<file path="src/hdl/flow_filter_hash_table_core_defines.svh">
// ---------------------------------------------------------------------------
// flow_filter_hash_table_core_defines
// Assertion macros shared by the flow filter table modules.
// ---------------------------------------------------------------------------
`ifndef FLOW_FILTER_HASH_TABLE_CORE_DEFINES_SVH
`define FLOW_FILTER_HASH_TABLE_CORE_DEFINES_SVH

// expression holds at every clock edge out of reset
`define FFHT_CHECK(label, expr, msg) \
	label: assert property (@(posedge clk) disable iff (!arst_n) (expr)) else $error(msg);

// antecedent implies consequent in the following cycle
`define FFHT_CHECK_NEXT(label, ante, cons, msg) \
	label: assert property (@(posedge clk) disable iff (!arst_n) (ante) |=> (cons)) \
		else $error(msg);

`endif

</file>
<file path="src/hdl/ffht_pkg.sv">
// ---------------------------------------------------------------------------
// ffht_pkg
// Types, codes and hash helpers of the flow filter table.
// ---------------------------------------------------------------------------
package ffht_pkg;

	typedef enum logic [1:0] {
		OP_ADD    = 2'd0,
		OP_REMOVE = 2'd1,
		OP_LOOKUP = 2'd2,
		OP_NONE   = 2'd3
	} op_t;

	typedef enum logic [2:0] {
		STS_OK       = 3'd0,
		STS_DUP      = 3'd1,
		STS_FULL     = 3'd2,
		STS_NOTFOUND = 3'd3,
		STS_BADHDL   = 3'd4
	} status_t;

	typedef enum logic [1:0] {
		KIND_EMPTY = 2'd0,
		KIND_INUSE = 2'd1,
		KIND_TOMB  = 2'd2
	} kind_t;

	typedef enum logic [3:0] {
		S_CLEAR,
		S_IDLE,
		S_ADD_RD,
		S_ADD_EV,
		S_INC_RD,
		S_INC_EV,
		S_PLACE,
		S_RM_HRD,
		S_RM_HEV,
		S_RM_RD,
		S_RM_EV,
		S_LK_RD,
		S_LK_EV,
		S_DONE
	} eng_state_t;

	localparam logic [8:0] ROUTE_MAX = 9'd511;
	localparam int QDEPTH = 2;

	typedef struct packed {
		logic [7:0]  proto;
		logic [31:0] laddr;
		logic [15:0] lport;
		logic [31:0] raddr;
		logic [15:0] rport;
	} key_t;

	typedef struct packed {
		op_t         op;
		key_t        key;
		logic [15:0] thread;
		logic [7:0]  handle;
		logic        handle_ok;
	} item_t;

	// raw xor of all key fields
	function automatic logic [31:0] raw_xor(key_t k);
		return k.laddr ^ {16'h0, k.lport} ^ k.raddr ^ {16'h0, k.rport} ^ {24'h0, k.proto};
	endfunction

	// xor fold used for the start slot
	function automatic logic [31:0] fold_hash(key_t k);
		logic [31:0] h;
		h = raw_xor(k);
		h = h ^ (h >> 16);
		h = h ^ (h >> 8);
		return h;
	endfunction

	// odd probe step
	function automatic logic [31:0] step_hash(key_t k);
		return raw_xor(k) | 32'd1;
	endfunction

	// query remote fields both zero compare only protocol and local fields
	function automatic logic key_match(key_t e, key_t q);
		logic base;
		base = (e.proto == q.proto) && (e.laddr == q.laddr) && (e.lport == q.lport);
		if (q.raddr == 32'd0 && q.rport == 16'd0)
			return base;
		return base && (e.raddr == q.raddr) && (e.rport == q.rport);
	endfunction

	function automatic key_t wild_key(key_t k);
		key_t w;
		w = k;
		w.raddr = 32'd0;
		w.rport = 16'd0;
		return w;
	endfunction

	function automatic logic [8:0] route_inc(logic [8:0] r);
		return (r == ROUTE_MAX) ? r : r + 9'd1;
	endfunction

endpackage

</file>
<file path="src/hdl/ffht_queue.sv">
// ---------------------------------------------------------------------------
// ffht_queue
// Two-entry request queue between the front and the engine.
// ---------------------------------------------------------------------------
module ffht_queue import ffht_pkg::*; (
	input  logic  clk,
	input  logic  arst_n,
	input  logic  push,
	input  item_t push_item,
	output logic  q_ready,
	input  logic  pop,
	output logic  q_valid,
	output item_t q_item
);

	item_t      slot_q [QDEPTH];
	logic       wr_ptr_q;
	logic       rd_ptr_q;
	logic [1:0] count_q;

	assign q_ready = (count_q != 2'(QDEPTH));
	assign q_valid = (count_q != 2'd0);
	assign q_item  = slot_q[rd_ptr_q];

	// pointers and fill level
	always_ff @(posedge clk or negedge arst_n) begin
		if (!arst_n) begin
			wr_ptr_q <= 1'b0;
			rd_ptr_q <= 1'b0;
			count_q  <= 2'd0;
		end else begin
			if (push)
				wr_ptr_q <= ~wr_ptr_q;
			if (pop)
				rd_ptr_q <= ~rd_ptr_q;
			count_q <= count_q + 2'(push) - 2'(pop);
		end
	end

	// storage
	always_ff @(posedge clk) begin
		if (push)
			slot_q[wr_ptr_q] <= push_item;
	end

endmodule

</file>
<file path="config.mk">
export PLATFORM = sky130hd
export DESIGN_NAME = ffht_queue
export DESIGN_NICKNAME = d
export VERILOG_FILES = /design/src/hdl/flow_filter_hash_table_core_defines.svh /design/src/hdl/ffht_pkg.sv /design/src/hdl/ffht_queue.sv
export SDC_FILE = /design/constraint.sdc
export NUM_CORES = 1
export LEC_CHECK = 0
export BUFFER_PORTS_ARGS = -buffer_cell sky130_fd_sc_hd__buf_2
export CELL_PAD_IN_SITES_DETAIL_PLACEMENT = 1
export CELL_PAD_IN_SITES_GLOBAL_PLACEMENT = 1
export CORE_ASPECT_RATIO = 1.5
export CORE_MARGIN = 4
export CORE_UTILIZATION = 40
export CTS_BUF_LIST = sky130_fd_sc_hd__clkbuf_16
export DETAILED_ROUTE_END_ITERATION = 7
export MAX_ROUTING_LAYER = met4
export PLACE_DENSITY_LB_ADDON = 0.25
export SYNTH_ARGS = -nofsm -noshare
export SYNTH_HDL_FRONTEND = slang
export SYNTH_SLANG_ARGS = --single-unit
</file>
<file path="constraint.sdc">
create_clock -name clk -period 15.5 [get_ports clk]
set_input_delay 0.775 -clock clk [delete_from_list [all_inputs] [get_ports clk]]
set_output_delay 0.775 -clock clk [all_outputs]
set_load 0.01 [all_outputs]
</file>
# Word level (Yosys, flattened, before mapping)
# Memory sizes are Yosys's and may differ from the RTL's.
# Index checks and enable logic that the tools add are counted.
op_classes:
  n_bitwise: 2
  n_reduce_logical: 1
  eq_ne: 1
  addsub: 2
  mux: 2
ops:
  columns: ["operator", "count"]
  rows:
  - ["$add 2x1->2", 1]
  - ["$mux 1", 2]
  - ["$ne 2x2->1 const B", 1]
  - ["$not 1->1", 2]
  - ["$reduce_bool 2->1", 1]
  - ["$sub 2x1->2", 1]
word_totals:
  inputBits: 135
  elab_cells: 12
  out_inout_bits: 133
  ram_bits: 262
  reg_bits: 4
  memories: 1
mem_list:
  columns: ["name", "words", "word_bits", "rd", "rd_ports_with_merged_regs", "write_ports", "line", "source"]
  rows:
  - ["slot_q", 2, 131, 1, 0, 1, "ffht_queue.sv:16", "item_t slot_q [QDEPTH];"]

# Logic depth before layout (Yosys ltp)
# Gate-level depths: netlist of run 1.
logic_depth:
  depth_word: 2
  ltp_mapped: 5

# Worst setup path before layout of run 1
# No wires, ideal clock.
synth_path:
  kind: "input to register"
  startpoint: "input push"
  endpoint: "memory slot_q[0][0] (netlist name) (enable)"
  arrival_time_ps: 6451
  path_slack_ps: 8410
  stages: 1
  path_buffers: 0
  path_cell_list: "nor2b_1"
synth_between:
  elab_chain_len: 2
synth_rtl:
  columns: ["item", "line", "source"]
  rows:
  - ["from (decl)", "ffht_queue.sv:8", "input logic push,"]
  - ["$mux 1", "ffht_queue.sv:42", "if (push)"]
  - ["$mux 1 (not written as such)", "ffht_queue.sv:43", "slot_q[wr_ptr_q] <= push_item;"]
  - ["to (decl)", "ffht_queue.sv:16", null]
# Every way passes these cells.

==> impl_metrics.yaml, run 1 <==
power_and_ir_drop:
  irDropWorstVdd_mv: 0.108
  power.density_nw_per_um2: 181
  p_leak_nw: 4.86
global_route:
  overflow: 0
  antenna_found_initial: 5
  grt_pass1_vias: 5577
  grt_pass1_wl_mm: 30.8
  grt_max_degree: 83
  grtUsageTotal_pct: 15.0
floorplan:
  io_pins: 268
  fp.dieH_um: 201
  die_w_um: 137
  die_area_sq_um: 27600
  core-area_sq_um: 24500
  start_util_pct: 40.7
  num_rows: 70
clock_tree:
  h-tree-depth: 1
  clockBufferDepth: 3
  cts_tree: "yes"
  ctsHoldBuffers: 0
  cts_buffers: 25
  worstSkewPairLatency_ns: 0.52
  ctsResizeCount: 0
  cts_sinks: 266
  cts_root_buffer: "clkbuf_16"
  cts_setup_buffers: 0
  path_clk_slew_ns: 0.06
drt:
  avgViaCountPerCell: 4.68
  drt-initial-drc-count: 178
  wl_mm: 20.6
  avgRoutedWirePerCell_um: 19.6
  num_vias: 4908
  drc_errors: 0
  antenna_left: 0
  firstDrtPassIters: 4
timing:
  drv_slew: 0
  fin_crit_sh_pct: 26.5
  fin_crit_ns: 4.10
  slew_headroom_pct: 22.4
  worst_pin_slew_ns: 1.16
  finClkSkew_ns: 0.0142
  grt_setup_unrepaired: "no"
  hold_viol: 0
  fin_hold_ws_ns: 0.0545
  fin_tns_setup_ns: 0
  finalSetupViolations: 0
  timing.fmax_mhz: 244
layout:
  nFillCells: 2357
  layout-drive-gt1-share_pct: 60.5
  final_nets: 843
  multi_input_area_sq_um: 1880
  final-seq-area_sq_um: 7970
  syn_to_final_growth_pct: 23.8
worst_setup_path:
  crit_end: "q_item[38]"
  startpoint_type: "flop"
  rr_worst_depth: 3
  regToRegStartpoint: "wr_ptr_q$_DFFE_PN0P_"
  crit_required_ns: 14.73
  cp_slowest_cell: "dfrtp_4"
  worstPathMaxFanout: 75
  end_kind: "output port"
  reg2reg_to: "slot_q[0][21]$_DFFE_PP_"
  cp.arrival_ns: 3.33
  max_stage_delay_ns: 1.18
  r2r_setup_slack_ns: 12.93
  critPathKind: "flop to output port"
  crit_path_start: "rd_ptr_q$_DFFE_PN0P_"
  crit_chain: "buf_4, mux2_2, buf_2"
placement:
  io_buffers: 267
  hpwlAfterDp_mm: 14.1
  gp_congestion: 0.689
synthesis:
  ys_types: 15
  synth_nets: 560
  yosysWarnings: 0
  ys_seq_area_share_pct: 79.8
  ys_ff_latch: 266
  synth_area_per_cell_sq_um: 23.6
  netlist_area_sq_um: 9980
  synthCells: 423
flow_run:
  cap_viol_max_count: 0
worst_hold_path:
  hp-class: "primary input to async pin"
outcome:
  status: "complete, no violations"
-- kinds of logic after synthesis --
family	after synthesis	synth area share, %
buffers and inverters	17	1.49
xor gates and xnor gates	3	0.414
adders and majority gates	2	0.251
DFF	266	79.8
muxes	131	17.8
and+or+nand+nor	4	0.251
-- synth_stat cells --
cell	n	area [sq um]
or2_2	1	6.26
xor2_1	2	17.5
mux2_4	80	1200
edfxtp_1	262	7870
buf_8	1	15.0
xor3_1	1	23.8
and2_1	1	6.26
buf_6	9	101
nor2b_1	1	6.26
nand2b_1	1	6.26
inv_1	2	7.51
mux2_2	51	574
ha_1	2	25.0
dfrtp_1	4	100
buf_2	5	25.0
-- registers in the layout, indices dropped and copies added, names as in the netlist --
name,count
slot_q,262
count_q,2
rd_ptr_q,1
wr_ptr_q,1
-- metal layers --
| metal | up-vias | GRT usage (%) | routed length (um) |
|---|---|---|---|
| met5 | - | - | 0 |
| met4 | 0 | 4.67 | 563 |
| met3 | 42 | 3.50 | 1470 |
| li1 | 2256 | - | - |
| met2 | 173 | 27.4 | 11400 |
| met1 | 2437 | 15.6 | 7140 |
-- worst max-delay path: cells and delay by family, from the launching register on --
kind                   cells  cell delay [ns]
buffers and inverters      2             1.07
muxes                      1             0.42
DFF                        1             1.18
-- layout by cell type (no fill, tap or decap), types with 2 or more instances in the layout --
cell type,count
diode_2,5
mux2_4,80
inv_1,7
ha_1,2
buf_4,4
clkinv_1,6
buf_2,267
edfxtp_1,262
mux2_2,51
clkbuf_16,25
xor2_1,2
dfrtp_1,3
-- worst min-delay path by stage --
stage / startpoint / endpoint / slack, ns
4_1_cts: arst_n / count_q[0]$_DFF_PN0_ / 0.02
3_3_place_gp: wr_ptr_q$_DFFE_PN0P_ / wr_ptr_q$_DFFE_PN0P_ / 0.53
5_1_grt: arst_n / count_q[0]$_DFF_PN0_ / 0.03
2_1_floorplan: wr_ptr_q$_DFFE_PN0P_ / wr_ptr_q$_DFFE_PN0P_ / 0.46
6_report: arst_n / wr_ptr_q$_DFFE_PN0P_ / 0.05
3_5_place_dp: wr_ptr_q$_DFFE_PN0P_ / wr_ptr_q$_DFFE_PN0P_ / 0.55
-- cell type report --
| cell class | count | share of cell area [%] |
|---|---|---|
| multi-input combinational | 140 | 15.2 |
| timing repair buffer | 271 | 11.1 |
| tap | 324 | 3.28 |
| inverter | 2 | 0.0607 |
| antenna | 5 | 0.101 |
| clock inverter | 15 | 0.779 |
| sequential | 266 | 64.5 |
| clock buffer | 25 | 5.06 |
-- report_power, final --
group / internal (W) / switching (W) / leakage (nW) / total [W]
Clock: 0.000307 / 0.000243 / 0.367 / 0.000550
Sequential: 0.000957 / 0.0000778 / 2.50 / 0.00103
Combinational: 0.000338 / 0.000315 / 1.99 / 0.000653
Total: 0.00160 / 0.000636 / 4.86 / 0.00224
-- metrics by stage --
stage	setup WS (ns)	util [%]	cell area, sq um	std cells	power [W]
after floorplan	8.41	-	9980	423	0.00150
after global placement	11.94	47.4	11600	1003	0.00170
after detailed placement	11.90	47.4	11600	1003	0.00172
after CTS	11.32	50.4	12300	1043	0.00228
after global routing	11.21	50.4	12400	1048	0.00236
final	11.40	50.4	12400	1048	0.00224
No activity file was read; power rests on OpenSTA's default activity.
==> run 2, diff against run 1 <==
- ABC_AREA: unset -> 1
- clock period: 15.5 -> 4.1 ns (I/O delays scaled with it)
==> impl_metrics.yaml, run 2 <==
synthesis:
  synth_adder_area_share_pct: 0.245
  synth_edf_count: 262
  synthCells: 709
  ys_async_sr_fraction_pct: 1.50
  netlist_area_sq_um: 10200
  ys_top_cells_by_count: "edfxtp_1 (262), nand2_1 (139), inv_1 (138), o21ai_0 (85), o21ai_2 (42)"
  ys_seq_area_share_pct: 78.2
  synth.area.mux_share_pct: 0
  synth_xor_area_share_pct: 0.172
  synth.top_cell.area_share_pct: 77.2
  synth_area_leaders: "edfxtp_1 (77%), nand2_1 (5.1%), inv_1 (5.1%)"
  synth_compound_area_share_pct: 7.98
  yosysWarnings: 0
  synth-simple-area-share_pct: 5.20
  ys_types: 16
  ys_ff_latch: 266
  synth_top_flop_cell: "edfxtp_1"
  synth_area_per_cell_sq_um: 14.4
  yosys.area.top_type: "edfxtp_1"
  yosysMostFrequentCell: "edfxtp_1"
  synth_top_family_by_area: "buffers and inverters"
  synth_nets: 846
timing:
  fin_tns_setup_ns: 0
  grt_setup_unrepaired: "no"
  drv_slew: 0
  slew_headroom_pct: 44.2
  finClkSkew_ns: 0.00875
  timing.fmax_mhz: 388
  fin_crit_ns: 2.58
  hold_viol: 0
  fin_crit_sh_pct: 62.9
  worst_pin_slew_ns: 0.837
  worst_slack_ns: 1.52
  finalSetupViolations: 0
global_route:
  grt_pass1_wl_mm: 39.0
  overflow: 0
  grt_max_degree: 118
  grtUsageTotal_pct: 18.0
  grt_pass1_vias: 7298
  antenna_found_initial: 0
worst_setup_path:
  worstPathMaxFanout: 79
  end_kind: "output port"
  crit_required_ns: 3.89
  cp.arrival_ns: 2.37
  startpoint_type: "flop"
  critPathKind: "flop to output port"
clock_tree:
  path_clk_slew_ns: 0.06
  worstSkewPairLatency_ns: 0.51
  cts_buffers: 25
  clockBufferDepth: 3
  cts_setup_buffers: 0
  cts_sinks: 266
  cts_root_buffer: "clkbuf_16"
  cts_tree: "yes"
  ctsResizeCount: 0
  h-tree-depth: 1
placement:
  gp_congestion: 0.744
  dpl_cell_area_sq_um: 11700
  io_buffers: 267
  dp.cells: 1280
  pre_cts_slack_ns: 2.02
  hpwlAfterDp_mm: 15.0
outcome:
  status: "complete, no violations"
drt:
  firstDrtPassIters: 5
  drt-initial-drc-count: 296
  drc_errors: 0
  wl_mm: 25.0
  avgRoutedWirePerCell_um: 17.1
  num_vias: 6696
  antenna_left: 0
  avgViaCountPerCell: 4.59
floorplan:
  fp.dieH_um: 204
  core-area_sq_um: 25100
  start_util_pct: 40.5
  num_rows: 71
  die_w_um: 138
  die_area_sq_um: 28200
  io_pins: 268
layout:
  final_area_sq_um: 13900
  final_nets: 1251
  multi_input_area_sq_um: 1390
  layout_common_cells: "buf_2 (267), edfxtp_1 (262), inv_1 (142)"
  syn_to_final_growth_pct: 36.5
  layout-drive-gt1-share_pct: 31.1
  final_common_cell: "buf_2"
  largest-register: "slot_q"
  num_antenna_cells: 0
  nFillCells: 2590
  layout.cells.non_filler: 1460
  reg.largest.list: "slot_q (262), count_q (2)"
  largest_reg_flops: 262
  final-seq-area_sq_um: 7970
power_and_ir_drop:
  irDropWorstVdd_mv: 0.480
  power.density_nw_per_um2: 642
  p_leak_nw: 5.92
flow_run:
  cap_viol_max_count: 0
worst_hold_path:
  hp-class: "primary input to flop"
-- run 2: worst paths after layout --
check | startpoint | endpoint | cells after the start | slack (ns)
max | rd_ptr_q$_DFFE_PN0P_ | q_item[121] | 4 | 1.52
min | push_item[56] | slot_q[0][56]$_DFFE_PP_ | 2 | 0.42
max reg2reg | wr_ptr_q$_DFFE_PN0P_ | slot_q[1][68]$_DFFE_PP_ | 3 | 2.06
min reg2reg | wr_ptr_q$_DFFE_PN0P_ | wr_ptr_q$_DFFE_PN0P_ | 1 | 0.55
max in group asynchronous | arst_n | rd_ptr_q$_DFFE_PN0P_ | 3 | 3.29
min in group asynchronous | arst_n | count_q[0]$_DFF_PN0_ | 3 | 0.59
-- run 2: timing repair --
action | CTS | global route
hold endpoints to repair | 269 | 0
setup endpoints to repair | 0 | 0
hold buffers | 135 | 0
-- run 2: layout make-up --
class                           count  area share (%)
Clock buffer                       25            4.50
Timing Repair Buffer              407            19.9
Inverter                          138            3.74
Sequential cell                   266            57.3
Tap cell                          328            2.95
Multi-Input combinational cell    276            10.0
Clock inverter                     20            1.56
-- run 2: power by group --
part           internal [W]  switching (W)  total, W  leakage (nW)
clock network       0.00142       0.000944   0.00236         0.433
registers           0.00361       0.000245   0.00386          2.51
logic              0.000965        0.00175   0.00272          2.98
total               0.00600        0.00294   0.00894          5.92
-- run 2: critical path, cell delays in order, from the launching register on --
cell     delay [ns]
dfrtp_4        0.96
buf_12         0.38
nand2_1        0.08
o21ai_0        0.16
buf_2          0.21
-- run 2: stage by stage --
stage | util, % | power, W | hold slack (ns)
floorplan | - | 0.00561 | -0.0906
global placement | 46.6 | 0.00646 | 0.0201
detailed placement | 46.6 | 0.00653 | 0.0222
CTS | 55.3 | 0.00904 | 0.383
global route | 55.3 | 0.00948 | 0.394
finish | 55.3 | 0.00894 | 0.416
-- run 2: per-layer routing --
metal	track usage (%)	vias to the layer above	share of wire (%)	routed length (um)
li1	-	3217	-	-
met1	18.5	3254	35	8880
met2	34.8	182	57	14400
met3	2.79	43	4.2	1060
met4	5.86	0	2.9	731
met5	-	-	0	0
-- run 2: logic make-up after synthesis --
family | after synthesis
compound gates | 131
simple gates | 141
fa+ha+maj | 2
xor+xnor | 2
buf+inv | 167
flops | 266
